===== src/rtl/pmd_pkg.sv =====
// ----------------------------------------------------------------------------
// pmd_pkg
// Shared types and constants for the PS/2 mouse packet decoder.
// ----------------------------------------------------------------------------
package pmd_pkg;

	localparam int unsigned QUEUE_DEPTH_DEF = 2;
	localparam int unsigned NUM_BUTTONS = 3;
	localparam int unsigned OUT_TDATA_W = 24;

	localparam logic [1:0] KIND_MOVE    = 2'd0;
	localparam logic [1:0] KIND_PRESS   = 2'd1;
	localparam logic [1:0] KIND_RELEASE = 2'd2;

	localparam logic [1:0] LAST_POS = 2'd2;

	typedef struct packed {
		logic                   mv;
		logic [7:0]             dx;
		logic [7:0]             dy;
		logic [NUM_BUTTONS-1:0] chg;
		logic [NUM_BUTTONS-1:0] old;
	} pmd_pkt_t;

endpackage


===== src/rtl/pmd_front.sv =====
// ----------------------------------------------------------------------------
// pmd_front
// Byte intake: filters aux bytes, assembles packets, tracks buttons.
// ----------------------------------------------------------------------------
module pmd_front (
	input  logic              clk,
	input  logic              arst_n,
	input  logic              s_tvalid,
	output logic              s_tready,
	input  logic [7:0]        s_tdata,   // data_byte
	input  logic              s_tuser,   // aux_data_ready
	input  logic              q_full,
	output logic              push,
	output pmd_pkg::pmd_pkt_t push_pkt
);
	import pmd_pkg::*;

	logic [1:0]             pos_q;
	logic [7:0]             b0_q;
	logic [7:0]             b1_q;
	logic [NUM_BUTTONS-1:0] btn_q;
	logic                   take;
	logic                   done;
	logic [NUM_BUTTONS-1:0] btn_new;

	assign s_tready = !q_full;
	assign take     = s_tvalid && s_tready && s_tuser;
	assign done     = take && (pos_q >= LAST_POS);
	assign btn_new  = b0_q[NUM_BUTTONS-1:0];

	always_comb begin
		push_pkt.mv  = (b1_q != 8'd0) || (s_tdata != 8'd0);
		push_pkt.dx  = b1_q;
		push_pkt.dy  = s_tdata;
		push_pkt.chg = btn_new ^ btn_q;
		push_pkt.old = btn_q;
	end

	assign push = done && (push_pkt.mv || (push_pkt.chg != '0));

	always_ff @(posedge clk or negedge arst_n) begin
		if (!arst_n) begin
			pos_q <= 2'd0;
			btn_q <= '0;
		end else if (take) begin
			if (done) begin
				pos_q <= 2'd0;
				btn_q <= btn_new;
			end else begin
				pos_q <= pos_q + 2'd1;
			end
		end
	end

	always_ff @(posedge clk) begin
		if (take && (pos_q == 2'd0))
			b0_q <= s_tdata;
		if (take && (pos_q == 2'd1))
			b1_q <= s_tdata;
	end

endmodule


===== src/rtl/pmd_fifo.sv =====
// ----------------------------------------------------------------------------
// pmd_fifo
// Short packet queue between intake and event emitter.
// ----------------------------------------------------------------------------
module pmd_fifo #(
	parameter int unsigned DEPTH = pmd_pkg::QUEUE_DEPTH_DEF
) (
	input  logic              clk,
	input  logic              arst_n,
	input  logic              push,
	input  pmd_pkg::pmd_pkt_t push_pkt,
	output logic              full,
	input  logic              pop,
	output logic              not_empty,
	output pmd_pkg::pmd_pkt_t head
);
	import pmd_pkg::*;

	localparam int unsigned PW = (DEPTH > 1) ? $clog2(DEPTH) : 1;
	localparam int unsigned CW = $clog2(DEPTH + 1);
	localparam logic [PW-1:0] LAST_IDX = PW'(DEPTH - 1);
	localparam logic [CW-1:0] FULL_CNT = CW'(DEPTH);

	pmd_pkt_t      mem_q [DEPTH];
	logic [PW-1:0] wr_q;
	logic [PW-1:0] rd_q;
	logic [CW-1:0] cnt_q;
	logic          do_pop;

	assign full      = (cnt_q == FULL_CNT);
	assign not_empty = (cnt_q != '0);
	assign head      = mem_q[rd_q];
	assign do_pop    = pop && not_empty;

	always_ff @(posedge clk or negedge arst_n) begin
		if (!arst_n) begin
			wr_q  <= '0;
			rd_q  <= '0;
			cnt_q <= '0;
		end else begin
			if (push)
				wr_q <= (wr_q == LAST_IDX) ? '0 : wr_q + PW'(1);
			if (do_pop)
				rd_q <= (rd_q == LAST_IDX) ? '0 : rd_q + PW'(1);
			if (push && !do_pop)
				cnt_q <= cnt_q + CW'(1);
			else if (!push && do_pop)
				cnt_q <= cnt_q - CW'(1);
		end
	end

	always_ff @(posedge clk) begin
		if (push)
			mem_q[wr_q] <= push_pkt;
	end

endmodule


===== src/rtl/pmd_back.sv =====
// ----------------------------------------------------------------------------
// pmd_back
// Event emitter: expands one packet record into move and button events.
// ----------------------------------------------------------------------------
module pmd_back (
	input  logic                               clk,
	input  logic                               arst_n,
	input  logic                               not_empty,
	input  pmd_pkg::pmd_pkt_t                  head,
	output logic                               pop,
	output logic                               m_tvalid,
	input  logic                               m_tready,
	output logic [pmd_pkg::OUT_TDATA_W-1:0]    m_tdata,  // move_x, move_y, button_number
	output logic [1:0]                         m_tuser,  // event_kind
	output logic                               m_tlast   // last_event
);
	import pmd_pkg::*;

	pmd_pkt_t               work_q;
	logic [NUM_BUTTONS:0]   mask_q;     // bit 0 move, bits above buttons
	logic [NUM_BUTTONS:0]   sel;
	logic [NUM_BUTTONS:0]   rest;
	logic                   emit;
	logic                   last;
	logic [1:0]             kind;
	logic [7:0]             ox;
	logic [7:0]             oy;
	logic [1:0]             bnum;

	logic                   ov_q;
	logic [1:0]             okind_q;
	logic [7:0]             ox_q;
	logic [7:0]             oy_q;
	logic [1:0]             obn_q;
	logic                   olast_q;

	always_comb begin
		sel  = '0;
		kind = KIND_MOVE;
		ox   = 8'd0;
		oy   = 8'd0;
		bnum = 2'd0;
		priority if (mask_q[0]) begin
			sel[0] = 1'b1;
			ox     = work_q.dx;
			oy     = work_q.dy;
		end else if (mask_q[1]) begin
			sel[1] = 1'b1;
			kind   = work_q.old[0] ? KIND_RELEASE : KIND_PRESS;
			bnum   = 2'd1;
		end else if (mask_q[2]) begin
			sel[2] = 1'b1;
			kind   = work_q.old[1] ? KIND_RELEASE : KIND_PRESS;
			bnum   = 2'd2;
		end else if (mask_q[3]) begin
			sel[3] = 1'b1;
			kind   = work_q.old[2] ? KIND_RELEASE : KIND_PRESS;
			bnum   = 2'd3;
		end else begin
			sel = '0;
		end
	end

	assign rest = mask_q & ~sel;
	assign last = (rest == '0);
	assign emit = (mask_q != '0) && (!ov_q || m_tready);
	assign pop  = not_empty && ((mask_q == '0) || (emit && last));

	always_ff @(posedge clk or negedge arst_n) begin
		if (!arst_n) begin
			mask_q <= '0;
			ov_q   <= 1'b0;
		end else begin
			if (pop)
				mask_q <= {head.chg, head.mv};
			else if (emit)
				mask_q <= rest;
			if (emit)
				ov_q <= 1'b1;
			else if (m_tready)
				ov_q <= 1'b0;
		end
	end

	always_ff @(posedge clk) begin
		if (pop)
			work_q <= head;
		if (emit) begin
			okind_q <= kind;
			ox_q    <= ox;
			oy_q    <= oy;
			obn_q   <= bnum;
			olast_q <= last;
		end
	end

	assign m_tvalid = ov_q;
	assign m_tuser  = okind_q;
	assign m_tlast  = olast_q;
	assign m_tdata  = {{(OUT_TDATA_W - 18){1'b0}}, obn_q, oy_q, ox_q};

endmodule


===== src/rtl/ps2_mouse_packet_decoder_top.sv =====
// ----------------------------------------------------------------------------
// ps2_mouse_packet_decoder_top
// Three-byte PS/2 mouse packet decoder producing move and button events.
// ----------------------------------------------------------------------------
// Bytes enter on the slave stream with the aux flag in tuser; bytes without
// the flag are dropped. One byte is taken per cycle while the packet queue
// has room. Each completed packet yields 0 to 4 events (move first, then
// left, right, middle button changes), emitted one per cycle by the event
// emitter while the receiver is ready; tlast marks the final event of a
// packet.
module ps2_mouse_packet_decoder_top #(
	parameter int unsigned QUEUE_DEPTH = pmd_pkg::QUEUE_DEPTH_DEF
) (
	input  logic                            clk,
	input  logic                            arst_n,
	input  logic                            s_tvalid,
	output logic                            s_tready,
	input  logic [7:0]                      s_tdata,   // data_byte
	input  logic                            s_tuser,   // aux_data_ready
	output logic                            m_tvalid,
	input  logic                            m_tready,
	output logic [pmd_pkg::OUT_TDATA_W-1:0] m_tdata,   // move_x, move_y, button_number
	output logic [1:0]                      m_tuser,   // event_kind
	output logic                            m_tlast    // last_event
);
	import pmd_pkg::*;

	logic     push;
	logic     full;
	logic     pop;
	logic     not_empty;
	pmd_pkt_t push_pkt;
	pmd_pkt_t head;

	pmd_front u_front (
		.clk      (clk),
		.arst_n   (arst_n),
		.s_tvalid (s_tvalid),
		.s_tready (s_tready),
		.s_tdata  (s_tdata),
		.s_tuser  (s_tuser),
		.q_full   (full),
		.push     (push),
		.push_pkt (push_pkt)
	);

	pmd_fifo #(
		.DEPTH (QUEUE_DEPTH)
	) u_fifo (
		.clk       (clk),
		.arst_n    (arst_n),
		.push      (push),
		.push_pkt  (push_pkt),
		.full      (full),
		.pop       (pop),
		.not_empty (not_empty),
		.head      (head)
	);

	pmd_back u_back (
		.clk       (clk),
		.arst_n    (arst_n),
		.not_empty (not_empty),
		.head      (head),
		.pop       (pop),
		.m_tvalid  (m_tvalid),
		.m_tready  (m_tready),
		.m_tdata   (m_tdata),
		.m_tuser   (m_tuser),
		.m_tlast   (m_tlast)
	);

endmodule


===== config.mk =====
export PLATFORM = sky130hd
export DESIGN_NAME = ps2_mouse_packet_decoder_top
export DESIGN_NICKNAME = d
export VERILOG_FILES = /design/src/rtl/pmd_pkg.sv /design/src/rtl/pmd_front.sv /design/src/rtl/pmd_fifo.sv /design/src/rtl/pmd_back.sv /design/src/rtl/ps2_mouse_packet_decoder_top.sv
export SDC_FILE = /design/constraint.sdc
export NUM_CORES = 1
export LEC_CHECK = 0
export BUFFER_PORTS_ARGS = -buffer_cell sky130_fd_sc_hd__buf_2
export CORE_MARGIN = 2
export CORE_UTILIZATION = 38
export CTS_CLUSTER_DIAMETER = 100
export DETAILED_ROUTE_END_ITERATION = 10
export PLACE_DENSITY = 0.57
export SETUP_SLACK_MARGIN = 0.15
export SLEW_MARGIN = 20
export SYNTH_ARGS = -nofsm -noshare
export SYNTH_HDL_FRONTEND = slang
export SYNTH_SLANG_ARGS = --single-unit

===== constraint.sdc =====
create_clock -name clk -period 3 [get_ports clk]
set_input_delay 0.6 -clock clk [delete_from_list [all_inputs] [get_ports clk]]
set_output_delay 0.6 -clock clk [all_outputs]
set_load 0.005 [all_outputs]

==> impl_metrics.env, run 1 <==
export IMPL_worst_hold_path_type="in -> async"
export IMPL_critical_path_reg2reg_startpoint="u_back.mask_q[0]$_DFFE_PN0P_"
export IMPL_placed_cell_count=414
export IMPL_drt_vias_per_instance=4.67
export IMPL_outcome="finished clean"
export IMPL_synthesis_area_um2=4190
export IMPL_finalHoldViolations=0
export IMPL_wl_met2_mm=2.83
export IMPL_drt_pass1_iter_count=4
export IMPL_synth_top_cell_area_share_pct=69.5
export IMPL_synthTopCellsByArea="sky130_fd_sc_hd__edfxtp_1 (70%), sky130_fd_sc_hd__dfrtp_1 (8.4%), sky130_fd_sc_hd__mux2_2 (5.9%)"
export IMPL_die_height_um=109
export IMPL_die_area_um2=11900
export IMPL_fin_crit_sh_pct=74.2
export IMPL_tritoncts="done"
export IMPL_worstRegToRegCells=6
export IMPL_wire_per_inst_um=14.7
export IMPL_synth_yosys_seq_area_share_pct=77.9
export IMPL_timing_clock_skew_ns=0.0131
export IMPL_drive_above_1_share_pct=29.1
export IMPL_aggregate_negative_setup_slack_ns=0
export IMPL_cts_post_setup_buffers_inserted=0
export IMPL_die_width_um=109
export IMPL_port_buf_inserts=35
export IMPL_synth_ff_latch_count=111
export IMPL_cap_viol_max_count=0
export IMPL_finalNetCount=302
export IMPL_fin_crit_ns=2.23
export IMPL_total_leakage_power_uw=0.00170
export IMPL_synth_distinct_cells=34
export IMPL_critPathCapture="u_fifo.cnt_q[1]$_DFFE_PN0P_"
export IMPL_synth_largest_area_cell="sky130_fd_sc_hd__edfxtp_1"
export IMPL_cp_data_arrival_time_ns=2.50
export IMPL_boundaryPins=42
export IMPL_cts_root_buf="sky130_fd_sc_hd__clkbuf_8"
export IMPL_syn2layout_area_growth_pct=12.3
export IMPL_detailed_place_hpwl_mm=4.32
export IMPL_cts_resized=0
export IMPL_multi_input_comb_area_um2=848
export IMPL_critical_path_endpoint_category="flop"
export IMPL_cts_inserted_buffers=9
export IMPL_postLayoutCoreUtil_pct=43.6
export IMPL_fill_cells=938
export IMPL_fp_row_count=38
export IMPL_cp_data_required_time_ns=3.28
export IMPL_route_met3_wl_um=288
export IMPL_category_of_the_critical_setup_timing_path="reg -> reg"
export IMPL_cell_count_after_synthesis=240
export IMPL_critical_path_peak_fanout=27
export IMPL_total_power_uw=4390
export IMPL_dr_total_vias=2005
export IMPL_worstSetupStartpointType="flop"
export IMPL_synthTopCellsByCount="sky130_fd_sc_hd__edfxtp_1 (97), sky130_fd_sc_hd__mux2_2 (22), sky130_fd_sc_hd__and2_1 (19)"
export IMPL_grt_usage_pct=11.7
export IMPL_sequential_cell_area_um2=3260
export IMPL_route_final_wire_length_mm=6.30
export IMPL_critical_path_reg2reg_endpoint="u_fifo.cnt_q[1]$_DFFE_PN0P_"
export IMPL_h_tree_depth=3
export IMPL_reg2reg_setup_slack_ns=0.77
export IMPL_grt_pass1_vias=1989
export IMPL_synth_edf_count=97
export IMPL_top_layer="met4"
export IMPL_start_util_pct=38.8
export IMPL_routabilityCongestion=0.707
export IMPL_power_density_nw_per_um2=933
export IMPL_cts_sinks=111
export IMPL_tightestPinTransition_ns=1.06
export IMPL_grt_start_max_net_pins=28
export IMPL_drc=0
export IMPL_report_final_slew_viol_count=0
export IMPL_synthFlopType="sky130_fd_sc_hd__edfxtp_1"
export IMPL_synth_async_reset_ratio_pct=12.6
export IMPL_global_route_overflow_total=0
export IMPL_instances_no_fill=429
export IMPL_grt_setup_unrepaired="no"
export IMPL_cp_startpoint="u_back.mask_q[0]$_DFFE_PN0P_"
export IMPL_timing_final_setup_violations=0
export IMPL_post_synth_cell_area_avg_um2=17.5
export IMPL_m1WireLength_mm=3.07
export IMPL_yosysWarnings=0
export IMPL_antenna_left=0
export IMPL_maxSlewHeadroom_pct=29.1
export IMPL_worstSkewPairLatency_ns=0.36
export IMPL_cts_max_path_buffers=2
export IMPL_yosysMostFrequentCell="sky130_fd_sc_hd__edfxtp_1"
export IMPL_drtIter0Drc=92
export IMPL_max_freq_mhz=449
export IMPL_cts_hold_buf=0
export IMPL_fp_coreArea_um2=10800
export IMPL_vdd_drop_max_v=0.000307
export IMPL_num_antenna_cells=0
export IMPL_grt_pass1_wl_mm=10.3
export IMPL_cts_reportedPaths_clkPinSlew_ns=0.10
export IMPL_initial_antenna_violation_count=0
-- placed cells by master (no fill, tap or decap), drive strengths merged, types with 2 or more instances in the layout --
master,instances
a2111oi,2
a21oi,6
and2,19
buf,42
clkbuf,10
clkinv,3
conb,6
dfrtp,14
edfxtp,97
ha,4
inv,8
mux2,22
mux2i,4
nand2,5
nor2,10
nor2b,2
nor3,3
nor4,4
o21ai,9
xnor2,3
xor2,5
-- routing by layer --
layer	up-vias	global-route usage [%]
met5	-	0
met4	0	5.77
met3	11	2.57
met2	45	17.3
met1	982	16.4
li1	967	-
-- state kept, by name, summed over array words and instances, names as in the netlist --
register / cells
u_back.work_q: 19
u_back.m_tvalid: 1
u_fifo.rd_q: 1
u_front.pos_q: 2
u_back.oy_q: 8
u_fifo.wr_q: 1
u_fifo.cnt_q: 2
u_back.m_tuser: 2
u_back.obn_q: 2
u_fifo.mem_q: 46
u_back.m_tlast: 1
u_front.b0_q: 3
u_back.ox_q: 8
u_front.b1_q: 8
u_back.mask_q: 4
u_front.btn_q: 3
-- worst min-delay path by stage --
stage | endpoint | slack (ns)
2_1_floorplan | u_back.m_tvalid$_DFFE_PN0P_ | 0.30
3_3_place_gp | u_fifo.mem_q[0][16]$_DFFE_PP_ | 0.46
3_5_place_dp | u_fifo.mem_q[0][16]$_DFFE_PP_ | 0.47
4_1_cts | u_back.m_tvalid$_DFFE_PN0P_ | 0.13
5_1_grt | u_back.m_tvalid$_DFFE_PN0P_ | 0.14
6_report | u_back.m_tvalid$_DFFE_PN0P_ | 0.13
-- logic make-up (layout without fill, tap and decap cells) --
| logic type | Yosys count | count (layout) | synth area share [%] |
|---|---|---|---|
| buffers and inverters | 20 | 64 | 2.39 |
| xor gates and xnor gates | 8 | 8 | 1.67 |
| muxes | 26 | 26 | 6.87 |
| other | 1 | 6 | 0.0895 |
| and+or+nand+nor | 48 | 48 | 6.48 |
| DFF | 111 | 111 | 77.9 |
| adders and majority gates | 4 | 4 | 1.19 |
| AOI/OAI and AO/OA | 22 | 22 | 3.41 |
-- metrics by stage --
stage | worst slack (ns) | hold WS, ns | instance area (um2)
finish | 0.774 | 0.128 | 4700
global route | 0.477 | 0.140 | 4700
CTS | 0.701 | 0.125 | 4700
detailed placement | 0.459 | 0.467 | 4540
global placement | 0.523 | 0.463 | 4540
floorplan | 0.497 | 0.304 | 4210
-- report_power, final --
part / leakage [uW] / internal, uW / switching [uW]
Clock: 0.0000825 / 300 / 475
Sequential: 0.00107 / 2290 / 295
Combinational: 0.000548 / 495 / 535
Total: 0.00170 / 3090 / 1310
-- worst max-delay path, cell delays in order (launching register included) --
cell and delay [ns]:
sky130_fd_sc_hd__dfrtp_1 0.63, sky130_fd_sc_hd__a2111oi_0 0.62, sky130_fd_sc_hd__o32ai_2 0.24, sky130_fd_sc_hd__ha_1 0.24, sky130_fd_sc_hd__xor2_1 0.14, sky130_fd_sc_hd__nor2_1 0.12
sky130_fd_sc_hd__xor2_1 0.15
-- cell type report --
type                            instances  share of cell area (%)
Clock buffer                           10                    2.71
Sequential cell                       111                    69.4
Timing Repair Buffer                   42                    4.84
Inverter                                7                   0.559
Tap cell                              140                    3.72
Multi-Input combinational cell        114                    18.0
Clock inverter                          5                   0.745
Note: power is estimated with default switching activity, not from simulation.
==> inputs of run 2 (changes only) <==
--- a/config.mk
+++ b/config.mk
@@ -10,7 +10,7 @@
 export CORE_UTILIZATION = 38
 export CTS_CLUSTER_DIAMETER = 100
 export DETAILED_ROUTE_END_ITERATION = 10
-export PLACE_DENSITY = 0.57
+export PLACE_DENSITY = 0.59
 export SETUP_SLACK_MARGIN = 0.15
 export SLEW_MARGIN = 20
 export SYNTH_ARGS = -nofsm -noshare
==> constraint.sdc (replaced) <==
create_clock -name clk -period 1.8 [get_ports clk]
set_input_delay 0.36 -clock clk [delete_from_list [all_inputs] [get_ports clk]]
set_output_delay 0.36 -clock clk [all_outputs]
set_load 0.005 [all_outputs]
==> impl_metrics.env, run 2 (same netlist as run 1, synthesis figures left out) <==
export IMPL_critical_path_max_stage_delay_ns=0.42
export IMPL_cts_max_path_buffers=2
export IMPL_h_tree_depth=3
export IMPL_die_area_um2=11900
export IMPL_max_freq_mhz=491
export IMPL_postLayoutCoreUtil_pct=49.2
export IMPL_vdd_drop_max_v=0.000614
export IMPL_drive_above_1_share_pct=43.5
export IMPL_tightestPinTransition_ns=0.539
export IMPL_finalNetCount=350
export IMPL_drc=0
export IMPL_cts_inserted_buffers=9
export IMPL_report_final_slew_viol_count=0
export IMPL_cap_viol_max_count=0
export IMPL_cp_data_arrival_time_ns=2.31
export IMPL_detailed_place_hpwl_mm=4.36
export IMPL_worstSetupStartpointType="flop"
export IMPL_largest_register_ffs=46
export IMPL_antenna_left=0
export IMPL_most_frequent_cells_in_the_layout="sky130_fd_sc_hd__edfxtp_1 (97), sky130_fd_sc_hd__buf_4 (45), sky130_fd_sc_hd__buf_2 (35), sky130_fd_sc_hd__mux2_2 (22), sky130_fd_sc_hd__and2_1 (18)"
export IMPL_critical_path_reg2reg_endpoint="u_fifo.cnt_q[1]$_DFFE_PN0P_"
export IMPL_worstRegToRegCells=9
export IMPL_drt_pass1_iter_count=4
export IMPL_dr_total_vias=2150
export IMPL_grt_usage_pct=12.2
export IMPL_total_leakage_power_uw=0.00199
export IMPL_syn2layout_area_growth_pct=26.7
export IMPL_grt_setup_unrepaired="yes"
export IMPL_drt_vias_per_instance=4.50
export IMPL_drtIter0Drc=101
export IMPL_grt_pass1_wl_mm=10.8
export IMPL_die_height_um=109
export IMPL_fill_cells=905
export IMPL_cts_reportedPaths_clkPinSlew_ns=0.10
export IMPL_hold_depth=1
export IMPL_start_util_pct=38.8
export IMPL_critical_hold_path_startpoint="s_tdata[5]"
export IMPL_finalHoldViolations=0
export IMPL_reg2reg_setup_slack_ns=-0.24
export IMPL_die_width_um=109
export IMPL_failing_checks="setup timing"
export IMPL_timing_clock_skew_ns=0.00806
export IMPL_worst_hold_path_type="in -> reg"
export IMPL_timing_critical_path_mode_cell="sky130_fd_sc_hd__xor2_1"
export IMPL_port_buf_inserts=35
export IMPL_layout_cell_area_non_filler_um2=5310
export IMPL_fin_crit_ns=2.04
export IMPL_initial_antenna_violation_count=0
export IMPL_cpLargestDelayFamily="simple AND/OR/NAND/NOR gates"
export IMPL_critical_path_reg2reg_startpoint="u_front.b1_q[7]$_DFFE_PP_"
export IMPL_wire_per_inst_um=14.5
export IMPL_global_route_overflow_total=0
export IMPL_regMostFlops="u_fifo.mem_q"
export IMPL_layout_commonest_cell="sky130_fd_sc_hd__edfxtp_1"
export IMPL_cts_sinks=111
export IMPL_power_density_nw_per_um2=1620
export IMPL_tritoncts="done"
export IMPL_cp_buffers_inverters=2
export IMPL_final_ws_setup_ns=-0.237
export IMPL_critical_path_peak_fanout=2
export IMPL_worstHoldEndpoint="u_fifo.mem_q[1][11]$_DFFE_PP_"
export IMPL_placedInstanceArea_um2=4890
export IMPL_cpMaxStageDelayCell="sky130_fd_sc_hd__edfxtp_1"
export IMPL_category_of_the_critical_setup_timing_path="reg -> reg"
export IMPL_grt_start_max_net_pins=25
export IMPL_fp_row_count=38
export IMPL_total_power_uw=8610
export IMPL_grt_pass1_vias=2159
export IMPL_largest_registers_in_the_final_layout="u_fifo.mem_q (46), u_back.work_q (19)"
export IMPL_aggregate_negative_setup_slack_ns=-8.45
export IMPL_worstSkewPairLatency_ns=0.35
export IMPL_timing_final_setup_violations=58
export IMPL_fin_crit_sh_pct=113
export IMPL_worstPathCellList="nor4_2 > buf_4 > nand4_1 > o31ai_4 > inv_2 > ha_4 > xor2_1 > nor2_1 > xor2_1"
export IMPL_route_final_wire_length_mm=6.95
export IMPL_boundaryPins=42
export IMPL_cp_data_required_time_ns=2.08
export IMPL_num_antenna_cells=0
export IMPL_cts_root_buf="sky130_fd_sc_hd__clkbuf_8"
export IMPL_fp_coreArea_um2=10800
export IMPL_path_depth=9
export IMPL_maxSlewHeadroom_pct=64.1
export IMPL_routabilityCongestion=0.716
export IMPL_outcome="finished, violations left"
export IMPL_critical_path_endpoint_category="flop"
[run 2: report_power, final]
group	total (uW)	switching [uW]	internal, uW
Clock	1580	795	789
Sequential	4110	288	3820
Combinational	2920	1410	1510
[run 2: cell type report]
cell class	count	area [um2]	share of cell area, %
clock buffers	9	124	2.33
clock inverters	7	95.1	1.79
inverters	7	26.3	0.495
multi-input cells	118	995	18.7
flip-flops and latches	111	3260	61.5
well taps	140	175	3.30
repair buffers	86	627	11.8
[run 2: worst reg2reg max path: stages, from the launching register on]
cell	delay, ns
sky130_fd_sc_hd__edfxtp_1	0.42
sky130_fd_sc_hd__nor4_2	0.30
sky130_fd_sc_hd__buf_4	0.15
sky130_fd_sc_hd__nand4_1	0.19
sky130_fd_sc_hd__o31ai_4	0.25
sky130_fd_sc_hd__inv_2	0.08
sky130_fd_sc_hd__ha_4	0.16
sky130_fd_sc_hd__xor2_1	0.13
sky130_fd_sc_hd__nor2_1	0.13
sky130_fd_sc_hd__xor2_1	0.16
[run 2: worst max-delay path by stage]
stage | start | to | slack [ns]
6_report | u_front.b1_q[7]$_DFFE_PP_ | u_fifo.cnt_q[1]$_DFFE_PN0P_ | -0.24
5_1_grt | u_front.b1_q[7]$_DFFE_PP_ | u_fifo.cnt_q[1]$_DFFE_PN0P_ | -0.41
4_1_cts | u_front.b1_q[7]$_DFFE_PP_ | u_fifo.cnt_q[1]$_DFFE_PN0P_ | -0.28
3_5_place_dp | u_front.b1_q[7]$_DFFE_PP_ | u_fifo.cnt_q[1]$_DFFE_PN0P_ | -0.29
3_3_place_gp | u_front.b1_q[5]$_DFFE_PP_ | u_fifo.cnt_q[1]$_DFFE_PN0P_ | -0.22
2_1_floorplan | u_back.m_tvalid$_DFFE_PN0P_ | u_fifo.cnt_q[1]$_DFFE_PN0P_ | -0.04
[run 2: timing repair]
action / 4_1_cts / 5_1_grt
pin swaps: 4 / 5
endpoints found under the hold margin: 14 / 0
buffers inserted: 3 / 3
hold buffers: 1 / 0
setup endpoints to repair: 74 / 103
gates resized for setup: 12 / 5
cloned: 3 / 2
[run 2: per-stage QoR]
stage,hold slack (ns),std cells,setup WS [ns]
final,0.243,478,-0.237
after global routing,0.218,478,-0.408
after floorplan,0.0644,245,-0.0372
after CTS,0.224,473,-0.279
after detailed placement,0.286,450,-0.293
after global placement,0.289,450,-0.217
[run 2: per-layer routing]
layer | up-vias | global-route usage, % | wire (um)
met5 | - | 0 | 0
met4 | 0 | 5.40 | 66
met2 | 38 | 18.9 | 3400
met1 | 1035 | 16.8 | 3240
met3 | 4 | 2.21 | 236
li1 | 1073 | - | -
==> inputs of run 3 (changes only) <==
--- a/config.mk
+++ b/config.mk
@@ -10,7 +10,9 @@
 export CORE_UTILIZATION = 38
 export CTS_CLUSTER_DIAMETER = 100
 export DETAILED_ROUTE_END_ITERATION = 10
+export HOLD_SLACK_MARGIN = 0.02
 export PLACE_DENSITY = 0.59
+export REMOVE_ABC_BUFFERS = 1
 export SETUP_SLACK_MARGIN = 0.15
 export SLEW_MARGIN = 20
 export SYNTH_ARGS = -nofsm -noshare
==> impl_metrics.env, run 3 (same netlist as run 1, synthesis figures left out) <==
export IMPL_outcome="finished, violations left"
export IMPL_max_freq_mhz=481
export IMPL_cp_buffers_inverters=2
export IMPL_worstPathCellList="nor4_2 > buf_4 > nand4_1 > o31ai_2 > inv_1 > ha_4 > xor2_1 > nor2_1 > xor2_1"
export IMPL_wire_per_inst_um=13.8
export IMPL_maxSlewHeadroom_pct=61.7
export IMPL_port_buf_inserts=35
export IMPL_tritoncts="done"
export IMPL_critical_path_reg2reg_endpoint="u_fifo.cnt_q[1]$_DFFE_PN0P_"
export IMPL_total_leakage_power_uw=0.00198
export IMPL_h_tree_depth=3
export IMPL_placedInstanceArea_um2=4880
export IMPL_die_area_um2=11900
export IMPL_route_final_wire_length_mm=6.63
export IMPL_grt_usage_pct=11.7
export IMPL_routabilityCongestion=0.710
export IMPL_cts_max_path_buffers=2
export IMPL_critical_path_peak_fanout=2
export IMPL_finalNetCount=352
export IMPL_fp_coreArea_um2=10800
export IMPL_global_route_overflow_total=0
export IMPL_grt_pass1_vias=2122
export IMPL_drive_above_1_share_pct=40.7
export IMPL_fin_crit_sh_pct=115
export IMPL_grt_setup_unrepaired="yes"
export IMPL_drt_pass1_iter_count=4
export IMPL_worst_hold_path_type="in -> reg"
export IMPL_drc=0
export IMPL_num_antenna_cells=0
export IMPL_reg2reg_setup_slack_ns=-0.28
export IMPL_fin_crit_ns=2.08
export IMPL_category_of_the_critical_setup_timing_path="reg -> reg"
export IMPL_critical_path_reg2reg_startpoint="u_front.b1_q[7]$_DFFE_PP_"
export IMPL_timing_clock_skew_ns=0.0109
export IMPL_detailed_place_hpwl_mm=4.34
export IMPL_final_ws_setup_ns=-0.277
export IMPL_grt_start_max_net_pins=25
export IMPL_cts_root_buf="sky130_fd_sc_hd__clkbuf_8"
export IMPL_start_util_pct=38.8
export IMPL_initial_antenna_violation_count=0
export IMPL_cp_startpoint="u_front.b1_q[7]$_DFFE_PP_"
export IMPL_cp_data_arrival_time_ns=2.35
export IMPL_drt_vias_per_instance=4.37
export IMPL_cts_sinks=111
export IMPL_syn2layout_area_growth_pct=25.3
export IMPL_die_height_um=109
export IMPL_boundaryPins=42
export IMPL_largest_registers_in_the_final_layout="u_fifo.mem_q (46), u_back.work_q (19)"
export IMPL_largest_register_ffs=46
export IMPL_layout_cell_area_non_filler_um2=5250
export IMPL_dr_total_vias=2094
export IMPL_layout_commonest_cell="sky130_fd_sc_hd__edfxtp_1"
export IMPL_antenna_left=0
export IMPL_finalHoldViolations=0
export IMPL_fp_row_count=38
export IMPL_power_density_nw_per_um2=1540
export IMPL_vdd_drop_max_v=0.000680
export IMPL_critPathCapture="u_fifo.cnt_q[1]$_DFFE_PN0P_"
export IMPL_critical_path_max_stage_delay_ns=0.43
export IMPL_worstRegToRegCells=9
export IMPL_cp_data_required_time_ns=2.08
export IMPL_most_frequent_cells_in_the_layout="sky130_fd_sc_hd__edfxtp_1 (97), sky130_fd_sc_hd__buf_4 (46), sky130_fd_sc_hd__buf_2 (35), sky130_fd_sc_hd__mux2_2 (22), sky130_fd_sc_hd__and2_1 (19)"
export IMPL_cts_reportedPaths_clkPinSlew_ns=0.10
export IMPL_cts_inserted_buffers=9
export IMPL_cpMaxStageDelayCell="sky130_fd_sc_hd__edfxtp_1"
export IMPL_timing_final_setup_violations=68
export IMPL_cpLargestDelayFamily="simple AND/OR/NAND/NOR gates"
export IMPL_failing_checks="setup timing"
export IMPL_path_depth=9
export IMPL_die_width_um=109
export IMPL_tightestPinTransition_ns=0.575
export IMPL_worstSkewPairLatency_ns=0.36
export IMPL_critical_path_endpoint_category="flop"
export IMPL_worstSetupStartpointType="flop"
export IMPL_grt_pass1_wl_mm=10.3
export IMPL_timing_critical_path_mode_cell="sky130_fd_sc_hd__xor2_1"
export IMPL_aggregate_negative_setup_slack_ns=-11.89
export IMPL_cap_viol_max_count=0
export IMPL_regMostFlops="u_fifo.mem_q"
export IMPL_report_final_slew_viol_count=0
export IMPL_drtIter0Drc=48
-- run 3: changes by cell type in the layout (fill, tap and decap cells not counted), sizes merged --
cell | before | now
buf | 84 | 88
clkbuf | 9 | 12
nor2 | 13 | 10
inv | 9 | 7
bufbuf | 1 | 0
bufinv | 2 | 1
clkinv | 2 | 3
-- run 3: cell type report --
| class | instances | area [um2] |
|---|---|---|
| flip-flops and latches | 111 | 3260 |
| clock buffers | 10 | 128 |
| fillers | 929 | 5550 |
| inverters | 7 | 26.3 |
| well taps | 140 | 175 |
| clock inverters | 5 | 60.1 |
| multi-input cells | 115 | 910 |
| repair buffers | 91 | 686 |
-- run 3: through the flow --
stage,power [uW],utilization [%],instances,setup slack (ns),hold slack [ns]
after global routing,8600,48.6,479,-0.431,0.207
after CTS,8090,48.0,475,-0.298,0.214
after floorplan,5380,-,232,-0.703,0.0644
final,8080,48.6,479,-0.277,0.233
after detailed placement,6560,45.2,454,-0.416,0.290
after global placement,6490,45.2,454,-0.278,0.289
-- run 3: worst min path at each step --
stage                                                to       start  slack (ns)  depth (start not counted)
after floorplan             u_back.m_tvalid$_DFFE_PN0P_      arst_n        0.06                          0
after global placement      u_back.m_tvalid$_DFFE_PN0P_      arst_n        0.29                          1
after detailed placement    u_back.m_tvalid$_DFFE_PN0P_      arst_n        0.29                          1
after CTS                 u_fifo.mem_q[1][10]$_DFFE_PP_  s_tdata[4]        0.21                          1
after global routing      u_fifo.mem_q[1][10]$_DFFE_PP_  s_tdata[4]        0.21                          1
final                     u_fifo.mem_q[1][10]$_DFFE_PP_  s_tdata[4]        0.23                          1
-- run 3: worst register-to-register path, stage by stage, from the launching register on --
cell and delay [ns]:
sky130_fd_sc_hd__edfxtp_1 0.43, sky130_fd_sc_hd__nor4_2 0.30, sky130_fd_sc_hd__buf_4 0.15, sky130_fd_sc_hd__nand4_1 0.13
sky130_fd_sc_hd__o31ai_2 0.26, sky130_fd_sc_hd__inv_1 0.12, sky130_fd_sc_hd__ha_4 0.17, sky130_fd_sc_hd__xor2_1 0.13
sky130_fd_sc_hd__nor2_1 0.13, sky130_fd_sc_hd__xor2_1 0.17
-- run 3: metal layers --
metal | part of all wire (%) | global-route usage (%) | vias to the layer above | wire length, um
met5 | 0 | 0 | - | 0
met4 | 1.9 | 5.22 | 0 | 125
met3 | 3.7 | 2.51 | 10 | 245
met2 | 47 | 18.1 | 38 | 3110
met1 | 47 | 16.0 | 976 | 3140
li1 | - | - | 1070 | -
-- run 3: power by group --
group	leakage (uW)	switching, uW	internal (uW)
registers	0.00107	250	3820
clock network	0.0000923	777	639
logic	0.000821	1290	1310
-- run 3: timing repair --
| action | CTS | global route |
|---|---|---|
| setup buffers | 4 | 1 |
| cloned | 1 | 3 |
| hold buffers | 1 | 0 |
| setup endpoints to repair | 91 | 95 |
| hold endpoints to repair | 14 | 0 |
| pin swaps | 7 | 3 |
| gates resized for setup | 10 | 5 |
